File: src/sv/crm_pkg.sv
package crm_pkg;

  localparam int unsigned CountW = 64;
  localparam int unsigned TimeW  = 32;
  localparam int unsigned RateW  = 32;
  localparam int unsigned DigitW = 4;
  localparam int unsigned MhzW   = 14;
  localparam int unsigned BcdW   = 16;
  localparam int unsigned StepW  = 5;

  // Last step index of each shift unit; the step counter counts from zero
  localparam logic [StepW-1:0] DivLastStep = 5'd31;
  localparam logic [StepW-1:0] BcdLastStep = 5'd13;

  // Rounding to MHz: (rate + 500) / 1000 by reciprocal multiply, exact below 2^24
  localparam logic [RateW:0]   RoundBias = 33'd500;
  localparam logic [RateW:0]   SatSum    = 33'd10_000_000;
  localparam logic [24:0]      MhzRecip  = 25'd17_179_870;
  localparam int unsigned      MhzShift  = 34;
  localparam logic [MhzW-1:0]  MhzMax    = 14'd9999;

  localparam logic [DigitW-1:0] DigitMhz   = 4'd10;
  localparam logic [DigitW-1:0] DigitBlank = 4'd11;
  localparam logic [DigitW-1:0] DigitZero  = 4'd0;

  typedef struct packed {
    logic load;
    logic div_step;
    logic mul;
    logic bcd_load;
    logic bcd_step;
    logic out_load;
  } crm_cmd_t;

  typedef struct packed {
    logic rate_zero;
  } crm_sts_t;

endpackage

File: src/sv/crm_ctrl.sv
module crm_ctrl
  import crm_pkg::*;
(
  input  logic     clk,
  input  logic     rst_n,
  input  logic     in_valid,
  output logic     in_stall,
  output logic     out_valid,
  input  logic     out_stall,
  input  crm_sts_t sts,
  output crm_cmd_t cmd
);

  typedef enum logic [2:0] {
    ST_IDLE,
    ST_DIV,
    ST_MUL,
    ST_BLD,
    ST_BCD,
    ST_FIN
  } state_t;

  state_t           state_r;
  logic [StepW-1:0] cnt_r;
  logic             out_valid_r;
  logic             out_free;

  assign out_free  = !out_valid_r || !out_stall;
  assign in_stall  = (state_r != ST_IDLE);
  assign out_valid = out_valid_r;

  always_comb begin
    cmd = '0;
    case (state_r)
      ST_IDLE: cmd.load     = in_valid;
      ST_DIV:  cmd.div_step = 1'b1;
      ST_MUL:  cmd.mul      = 1'b1;
      ST_BLD:  cmd.bcd_load = 1'b1;
      ST_BCD:  cmd.bcd_step = 1'b1;
      ST_FIN:  cmd.out_load = out_free;
      default: cmd = '0;
    endcase
  end

  always_ff @(posedge clk) begin
    if (!rst_n) begin
      state_r     <= ST_IDLE;
      cnt_r       <= '0;
      out_valid_r <= 1'b0;
    end else begin
      // raise valid on the final write, drop it once the result transfers
      if (state_r == ST_FIN && out_free) begin
        out_valid_r <= 1'b1;
      end else if (out_valid_r && !out_stall) begin
        out_valid_r <= 1'b0;
      end
      case (state_r)
        ST_IDLE: begin
          cnt_r <= '0;
          if (in_valid) begin
            state_r <= ST_DIV;
          end
        end
        ST_DIV: begin
          cnt_r <= cnt_r + 5'd1;
          if (cnt_r == DivLastStep) begin
            state_r <= ST_MUL;
          end
        end
        ST_MUL: begin
          // skip the digit work when the rate is zero
          state_r <= sts.rate_zero ? ST_FIN : ST_BLD;
        end
        ST_BLD: begin
          cnt_r   <= '0;
          state_r <= ST_BCD;
        end
        ST_BCD: begin
          cnt_r <= cnt_r + 5'd1;
          if (cnt_r == BcdLastStep) begin
            state_r <= ST_FIN;
          end
        end
        ST_FIN: begin
          if (out_free) begin
            state_r <= ST_IDLE;
          end
        end
        default: state_r <= ST_IDLE;
      endcase
    end
  end

endmodule

File: src/sv/crm_dp.sv
module crm_dp
  import crm_pkg::*;
(
  input  logic              clk,
  input  logic              rst_n,
  input  crm_cmd_t          cmd,
  output crm_sts_t          sts,
  input  logic [CountW-1:0] in_cycle_count,
  input  logic [TimeW-1:0]  in_time_ms,
  input  logic              in_force_refresh,
  output logic [RateW-1:0]  out_rate_khz,
  output logic              out_display_valid,
  output logic [DigitW-1:0] out_digit_a,
  output logic [DigitW-1:0] out_digit_b,
  output logic [DigitW-1:0] out_digit_c,
  output logic [DigitW-1:0] out_digit_d,
  output logic              out_refresh_upper_pair,
  output logic              out_refresh_lower_pair
);

  logic [CountW-1:0] last_c_r;
  logic [TimeW-1:0]  last_t_r;
  logic [7:0]        shown_up_r;
  logic [7:0]        shown_lo_r;

  logic [TimeW-1:0]  rem_r;
  logic [RateW-1:0]  quo_r;
  logic [TimeW-1:0]  den_r;
  logic              ok_r;
  logic              force_r;
  logic [48:0]       prod_r;
  logic              big_r;
  logic [MhzW-1:0]   bin_r;
  logic [BcdW-1:0]   bcd_r;

  logic [RateW-1:0]  rate_khz_r;
  logic              display_valid_r;
  logic [DigitW-1:0] digit_a_r, digit_b_r, digit_c_r, digit_d_r;
  logic              refresh_up_r, refresh_lo_r;

  logic [CountW-1:0] dc;
  logic [TimeW-1:0]  dt;
  logic [TimeW:0]    trial;
  logic              qbit;
  logic [RateW-1:0]  rate;
  logic [RateW:0]    sum;
  logic [BcdW-1:0]   bcd_adj;
  logic [DigitW-1:0] th, hu, te, un;
  logic [DigitW-1:0] d0, d1, d2, d3;

  assign dc    = in_cycle_count - last_c_r;
  assign dt    = in_time_ms - last_t_r;
  assign trial = {rem_r, quo_r[RateW-1]};
  assign qbit  = (trial >= {1'b0, den_r});
  assign rate  = ok_r ? quo_r : '0;
  assign sum   = {1'b0, rate} + RoundBias;
  assign sts.rate_zero = (rate == '0);

  always_comb begin
    for (int i = 0; i < BcdW / DigitW; i++) begin
      bcd_adj[i*DigitW +: DigitW] = (bcd_r[i*DigitW +: DigitW] >= 4'd5)
          ? bcd_r[i*DigitW +: DigitW] + 4'd3 : bcd_r[i*DigitW +: DigitW];
    end
  end

  assign th = bcd_r[15:12];
  assign hu = bcd_r[11:8];
  assign te = bcd_r[7:4];
  assign un = bcd_r[3:0];

  always_comb begin
    if (th != DigitZero) begin
      d0 = th;
      d1 = hu;
      d2 = te;
      d3 = un;
    end else begin
      d0 = (hu == DigitZero) ? DigitBlank : hu;
      d1 = (hu == DigitZero && te == DigitZero) ? DigitBlank : te;
      d2 = un;
      d3 = DigitMhz;
    end
  end

  always_ff @(posedge clk) begin
    if (!rst_n) begin
      last_c_r   <= '0;
      last_t_r   <= '0;
      shown_up_r <= '0;
      shown_lo_r <= '0;
    end else begin
      if (cmd.load) begin
        last_c_r <= in_cycle_count;
        last_t_r <= in_time_ms;
      end
      if (cmd.out_load && !sts.rate_zero) begin
        shown_up_r <= {d0, d1};
        shown_lo_r <= {d2, d3};
      end
    end
  end

  always_ff @(posedge clk) begin
    if (cmd.load) begin
      ok_r    <= (dt > dc[CountW-1:RateW]);
      rem_r   <= dc[CountW-1:RateW];
      quo_r   <= dc[RateW-1:0];
      den_r   <= dt;
      force_r <= in_force_refresh;
    end
    if (cmd.div_step) begin
      rem_r <= qbit ? TimeW'(trial - {1'b0, den_r}) : trial[TimeW-1:0];
      quo_r <= {quo_r[RateW-2:0], qbit};
    end
    if (cmd.mul) begin
      big_r  <= (sum >= SatSum);
      prod_r <= sum[23:0] * MhzRecip;
    end
    if (cmd.bcd_load) begin
      bin_r <= big_r ? MhzMax : prod_r[MhzShift +: MhzW];
      bcd_r <= '0;
    end
    if (cmd.bcd_step) begin
      bcd_r <= {bcd_adj[BcdW-2:0], bin_r[MhzW-1]};
      bin_r <= {bin_r[MhzW-2:0], 1'b0};
    end
    if (cmd.out_load) begin
      rate_khz_r <= rate;
      if (sts.rate_zero) begin
        display_valid_r <= 1'b0;
        digit_a_r       <= DigitZero;
        digit_b_r       <= DigitZero;
        digit_c_r       <= DigitZero;
        digit_d_r       <= DigitZero;
        refresh_up_r    <= 1'b0;
        refresh_lo_r    <= 1'b0;
      end else begin
        display_valid_r <= 1'b1;
        digit_a_r       <= d0;
        digit_b_r       <= d1;
        digit_c_r       <= d2;
        digit_d_r       <= d3;
        refresh_up_r    <= force_r || ({d0, d1} != shown_up_r);
        refresh_lo_r    <= force_r || ({d2, d3} != shown_lo_r);
      end
    end
  end

  assign out_rate_khz           = rate_khz_r;
  assign out_display_valid      = display_valid_r;
  assign out_digit_a            = digit_a_r;
  assign out_digit_b            = digit_b_r;
  assign out_digit_c            = digit_c_r;
  assign out_digit_d            = digit_d_r;
  assign out_refresh_upper_pair = refresh_up_r;
  assign out_refresh_lower_pair = refresh_lo_r;

endmodule

File: src/sv/cycle_rate_meter_with_digit_format.sv
// Cycle-rate meter. Each input transfer carries a 64-bit cycle count and a
// 32-bit millisecond time; the block subtracts the previous sample (with wrap),
// divides count delta by time delta to give kHz, and returns one result per
// sample: the rate (0 when the time delta is not above the upper count word),
// four display digit codes for the rate rounded to MHz (10 = MHz glyph,
// 11 = blank, saturated at 9999 MHz), and a refresh flag per digit pair that
// is raised, for a nonzero rate, when the pair changed since the last shown
// value or when forced. One sample occupies the block from taking the
// transfer through the bit-serial restoring divider, the reciprocal multiply
// that rounds to MHz, the load of the binary-to-BCD converter and its
// shift-add-3 steps to the write of the output register. A zero rate skips
// the digit steps. The next sample is taken while a finished result still
// waits in the output register; a waiting result only holds the final write
// step.
module cycle_rate_meter_with_digit_format
  import crm_pkg::*;
(
  input  logic              clk,
  input  logic              rst_n,
  input  logic              in_valid,
  output logic              in_stall,
  input  logic [CountW-1:0] in_cycle_count,
  input  logic [TimeW-1:0]  in_time_ms,
  input  logic              in_force_refresh,
  output logic              out_valid,
  input  logic              out_stall,
  output logic [RateW-1:0]  out_rate_khz,
  output logic              out_display_valid,
  output logic [DigitW-1:0] out_digit_a,
  output logic [DigitW-1:0] out_digit_b,
  output logic [DigitW-1:0] out_digit_c,
  output logic [DigitW-1:0] out_digit_d,
  output logic              out_refresh_upper_pair,
  output logic              out_refresh_lower_pair
);

  crm_cmd_t cmd;
  crm_sts_t sts;

  // Sequencer: owns the handshakes and the step counter
  crm_ctrl u_ctrl (
    .clk       (clk),
    .rst_n     (rst_n),
    .in_valid  (in_valid),
    .in_stall  (in_stall),
    .out_valid (out_valid),
    .out_stall (out_stall),
    .sts       (sts),
    .cmd       (cmd)
  );

  // Datapath: sample history, divider, MHz rounding, BCD split, output register
  crm_dp u_dp (
    .clk                    (clk),
    .rst_n                  (rst_n),
    .cmd                    (cmd),
    .sts                    (sts),
    .in_cycle_count         (in_cycle_count),
    .in_time_ms             (in_time_ms),
    .in_force_refresh       (in_force_refresh),
    .out_rate_khz           (out_rate_khz),
    .out_display_valid      (out_display_valid),
    .out_digit_a            (out_digit_a),
    .out_digit_b            (out_digit_b),
    .out_digit_c            (out_digit_c),
    .out_digit_d            (out_digit_d),
    .out_refresh_upper_pair (out_refresh_upper_pair),
    .out_refresh_lower_pair (out_refresh_lower_pair)
  );

`ifndef SYNTHESIS
  // The display is marked valid exactly when the rate is nonzero
  a_disp_matches_rate: assert property (@(posedge clk) disable iff (!rst_n)
    out_valid |-> (out_display_valid == (out_rate_khz != '0)))
    else $error("display_valid disagrees with rate_khz");

  // Hold off new samples right after one is taken
  a_busy_after_accept: assert property (@(posedge clk) disable iff (!rst_n)
    (in_valid && !in_stall) |=> in_stall)
    else $error("sample taken while previous one is in progress");

  // A zero rate carries zero outer digits and no refresh
  a_zero_rate_blank: assert property (@(posedge clk) disable iff (!rst_n)
    (out_valid && !out_display_valid) |->
      (out_digit_a == '0 && out_digit_d == '0 &&
       !out_refresh_upper_pair && !out_refresh_lower_pair))
    else $error("zero-rate result carries digit data");

  // Lower digits stay valid codes
  a_digit_codes: assert property (@(posedge clk) disable iff (!rst_n)
    (out_valid && out_display_valid) |->
      (out_digit_c <= 4'd9 && out_digit_d <= 4'd10))
    else $error("lower digit code out of range");
`endif

endmodule

File: config.mk
export PLATFORM = sky130hd
export DESIGN_NAME = cycle_rate_meter_with_digit_format
export DESIGN_NICKNAME = d
export VERILOG_FILES = /design/src/sv/crm_pkg.sv /design/src/sv/crm_ctrl.sv /design/src/sv/crm_dp.sv /design/src/sv/cycle_rate_meter_with_digit_format.sv
export SDC_FILE = /design/constraint.sdc
export NUM_CORES = 1
export LEC_CHECK = 0
export BUFFER_PORTS_ARGS = -buffer_cell sky130_fd_sc_hd__buf_2
export CAP_MARGIN = 10
export CORE_AREA = 4 4 266 268
export CTS_CLUSTER_SIZE = 14
export DETAILED_ROUTE_END_ITERATION = 8
export DIE_AREA = 0 0 270 272
export HOLD_SLACK_MARGIN = 0.02
export MAX_ROUTING_LAYER = met4
export PLACE_DENSITY = 0.65
export REMOVE_ABC_BUFFERS = 1
export SYNTH_ARGS = -nofsm -noshare
export SYNTH_HDL_FRONTEND = slang
export SYNTH_SLANG_ARGS = --single-unit
File: constraint.sdc
create_clock -name clk -period 12.1 [get_ports clk]
set_input_delay 2.42 -clock clk [delete_from_list [all_inputs] [get_ports clk]]
set_output_delay 2.42 -clock clk [all_outputs]
set_load 0.03 [all_outputs]
==> impl_metrics.env <==
export IMPL_status="complete, no violations"
export IMPL_ioPinCount=154
export IMPL_cts_setup_buffers=0
export IMPL_synth_edf_count=193
export IMPL_dr_pass1_iters=6
export IMPL_dr_total_vias=24000
export IMPL_drv_slew=0
export IMPL_finalWirelength_um=78500
export IMPL_rows=96
export IMPL_grt_max_degree=70
export IMPL_min_path_type="reg -> reg"
export IMPL_fin_crit_sh=0.815
export IMPL_rrSetupSlack_ps=2240
export IMPL_cts_sinks=315
export IMPL_grt_pass1_vias=23500
export IMPL_max_slew_margin=0.347
export IMPL_initial_utilization=0.446
export IMPL_drive_gt1_frac=0.0789
export IMPL_final_core_util=0.492
export IMPL_netlist_instances=3443
export IMPL_crit_type="reg -> reg"
export IMPL_fin_area_mm2=0.0336
export IMPL_syn_area_per_cell_um2=8.85
export IMPL_synth_area_mm2=0.0305
export IMPL_tightestPinTransition_ps=973
export IMPL_insertion_delay_ps=590
export IMPL_die_h_um=272
export IMPL_design_die_area_mm2=0.0734
export IMPL_io_buffers=153
export IMPL_area_growth_pct=10.3
export IMPL_placed_area_mm2=0.0322
export IMPL_setup_violations=0
export IMPL_ys_async_sr_fraction=0
export IMPL_grt_overflow=0
export IMPL_yosysWarnings=0
export IMPL_numCtsBuffers=41
export IMPL_synthFlopType="edfxtp_1"
export IMPL_cts_tree="done"
export IMPL_final_setup_tns_ps=0
export IMPL_antenna_left=0
export IMPL_critPathMaxFanout=39
export IMPL_drc=0
export IMPL_gr_usage_all_layers=0.216
export IMPL_worstPathArrival_ps=10180
export IMPL_clk_pin_slew_ps=60
export IMPL_end_kind="register"
export IMPL_drt_iter0_drc=1575
export IMPL_nNetsFinal=4247
export IMPL_cp_start_kind="register"
export IMPL_slowest_stage="fa_1"
export IMPL_grt_pass1_wl_um=125000
export IMPL_hold_buffers=0
export IMPL_cpPeakStageDelay_ps=600
export IMPL_routabilityCongestion=0.960
export IMPL_synth_seq_cells=315
export IMPL_period_minus_slack_ps=9860
export IMPL_yosysSeqAreaShare=0.270
export IMPL_rsz0062_at_grt="no"
export IMPL_skew_ps=22.3
export IMPL_antenna_found_initial=6
export IMPL_hpwl_um=62600
export IMPL_viasPerCell=5.36
export IMPL_wl_per_cell_um=17.6
export IMPL_finalHoldViolations=0
export IMPL_synth_cell_types=79
export IMPL_htreeDepth=2
export IMPL_cts_buffer_depth=3
export IMPL_cts_resized=0
export IMPL_fmax_ghz=0.101
export IMPL_drv_cap=0
export IMPL_core_mm2=0.0683
export IMPL_die_w_um=270
export IMPL_clock_tree_root_cell="clkbuf_16"
export IMPL_crit_required_ps=12430
==> routing by layer <==
layer	global-route usage	part of all wire	vias to the layer above	wire length, µm
met3	0.0304	0.046	116	3650
met2	0.357	0.47	526	36900
met5	-	0	-	0
met1	0.280	0.46	11300	35900
li1	-	-	12000	-
met4	0.0606	0.026	0	2080
==> worst paths after layout <==
check / cells after the start / end / from
worst min-delay path: 2 / u_dp.last_t_r[20] / u_dp.last_t_r[20]
worst max-delay path: 33 / u_dp.prod_r[42] / u_dp.ok_r
worst min register to register: 2 / u_dp.last_t_r[20] / u_dp.last_t_r[20]
worst max register to register: 33 / u_dp.prod_r[42] / u_dp.ok_r
==> cell families (layout without fill, tap and decap cells) <==
group | Yosys count | after routing | share of synthesized area
other cells | 0 | 5 | 0
compound gates | 775 | 775 | 0.166
buf+inv | 641 | 783 | 0.0792
xor+xnor | 199 | 199 | 0.0572
flops | 315 | 315 | 0.270
fa+ha+maj | 594 | 594 | 0.285
simple gates | 901 | 901 | 0.136
mux | 18 | 18 | 0.00612
==> critical path, delay by kind of cell, from the launching register on <==
kind / cells / cell delay [ps]
fa+ha+maj: 8 / 3680
simple gates: 9 / 2110
compound gates: 6 / 1620
buf+inv: 7 / 1120
xor+xnor: 3 / 710
flops: 1 / 330
==> cell usage after synthesis, drive strengths merged, types with 31 or more instances <==
| master | n | area share |
|---|---|---|
| nand4 | 40 | 0.0082 |
| dfxtp | 122 | 0.080 |
| a211oi | 45 | 0.011 |
| xor2 | 60 | 0.017 |
| nand2 | 397 | 0.049 |
| nor2 | 183 | 0.023 |
| nor2b | 31 | 0.0064 |
| o21ai | 129 | 0.021 |
| fa | 168 | 0.11 |
| xnor2 | 139 | 0.040 |
| edfxtp | 193 | 0.19 |
| clkbuf | 103 | 0.013 |
| a21boi | 108 | 0.027 |
| nor3 | 49 | 0.0086 |
| inv | 524 | 0.065 |
| ha | 426 | 0.17 |
| a21oi | 222 | 0.037 |
| a21o | 73 | 0.018 |
| nand3 | 53 | 0.0087 |
| and2 | 35 | 0.0072 |
==> cell type report <==
class | instances | area, µm²
diodes | 5 | 12.5
repair buffers | 182 | 986
inverters | 525 | 1970
clock inverters | 26 | 318
flip-flops and latches | 315 | 8240
well taps | 882 | 1100
fillers | 6536 | 34700
clock buffers | 50 | 1070
multi-input cells | 2487 | 19900
==> placed cells by master, fill, tap and decap left out, types with 9 or more instances in the layout <==
cell,instances
inv_1,518
ha_1,426
nand2_1,395
a21oi_1,220
edfxtp_1,193
nor2_1,183
fa_1,168
buf_2,152
xnor2_1,136
dfxtp_1,122
a21boi_0,101
o21ai_0,87
a21o_1,73
xor2_1,60
nand3_1,53
nor3_1,47
a211oi_1,42
o21ai_1,41
clkbuf_16,41
nand4_1,40
and2_1,33
nor2b_1,30
buf_4,30
nand2b_1,29
o21bai_1,27
o21a_1,26
and3_1,24
a31oi_1,22
o211ai_1,17
nor4_1,17
mux2i_1,13
o211a_1,12
or3_1,9
o31ai_1,9
==> registers in the layout, indices dropped and copies added, names as in the netlist, 5 cells and up <==
| name | count |
|---|---|
| u_dp.last_c_r | 64 |
| u_dp.den_r | 32 |
| u_dp.last_t_r | 32 |
| u_dp.out_rate_khz | 32 |
| u_dp.quo_r | 32 |
| u_dp.rem_r | 32 |
| u_dp.bcd_r | 16 |
| u_dp.bin_r | 14 |
| u_dp.prod_r | 14 |
| u_dp.shown_lo_r | 8 |
| u_dp.shown_up_r | 8 |
| u_ctrl.cnt_r | 5 |
==> per-stage QoR <==
step / cells / hold slack [ps] / worst slack, ps
3_5_place_dp: 4391 / 457 / 2280
3_3_place_gp: 4391 / 450 / 2460
2_1_floorplan: 3327 / 443 / 3010
4_1_cts: 4467 / 465 / 2240
6_report: 4472 / 461 / 2240
5_1_grt: 4472 / 478 / 1620
Power is left out: the tool's default activity adds up to more than one toggle a clock period on the data nets, which glitch-free logic cannot reach.
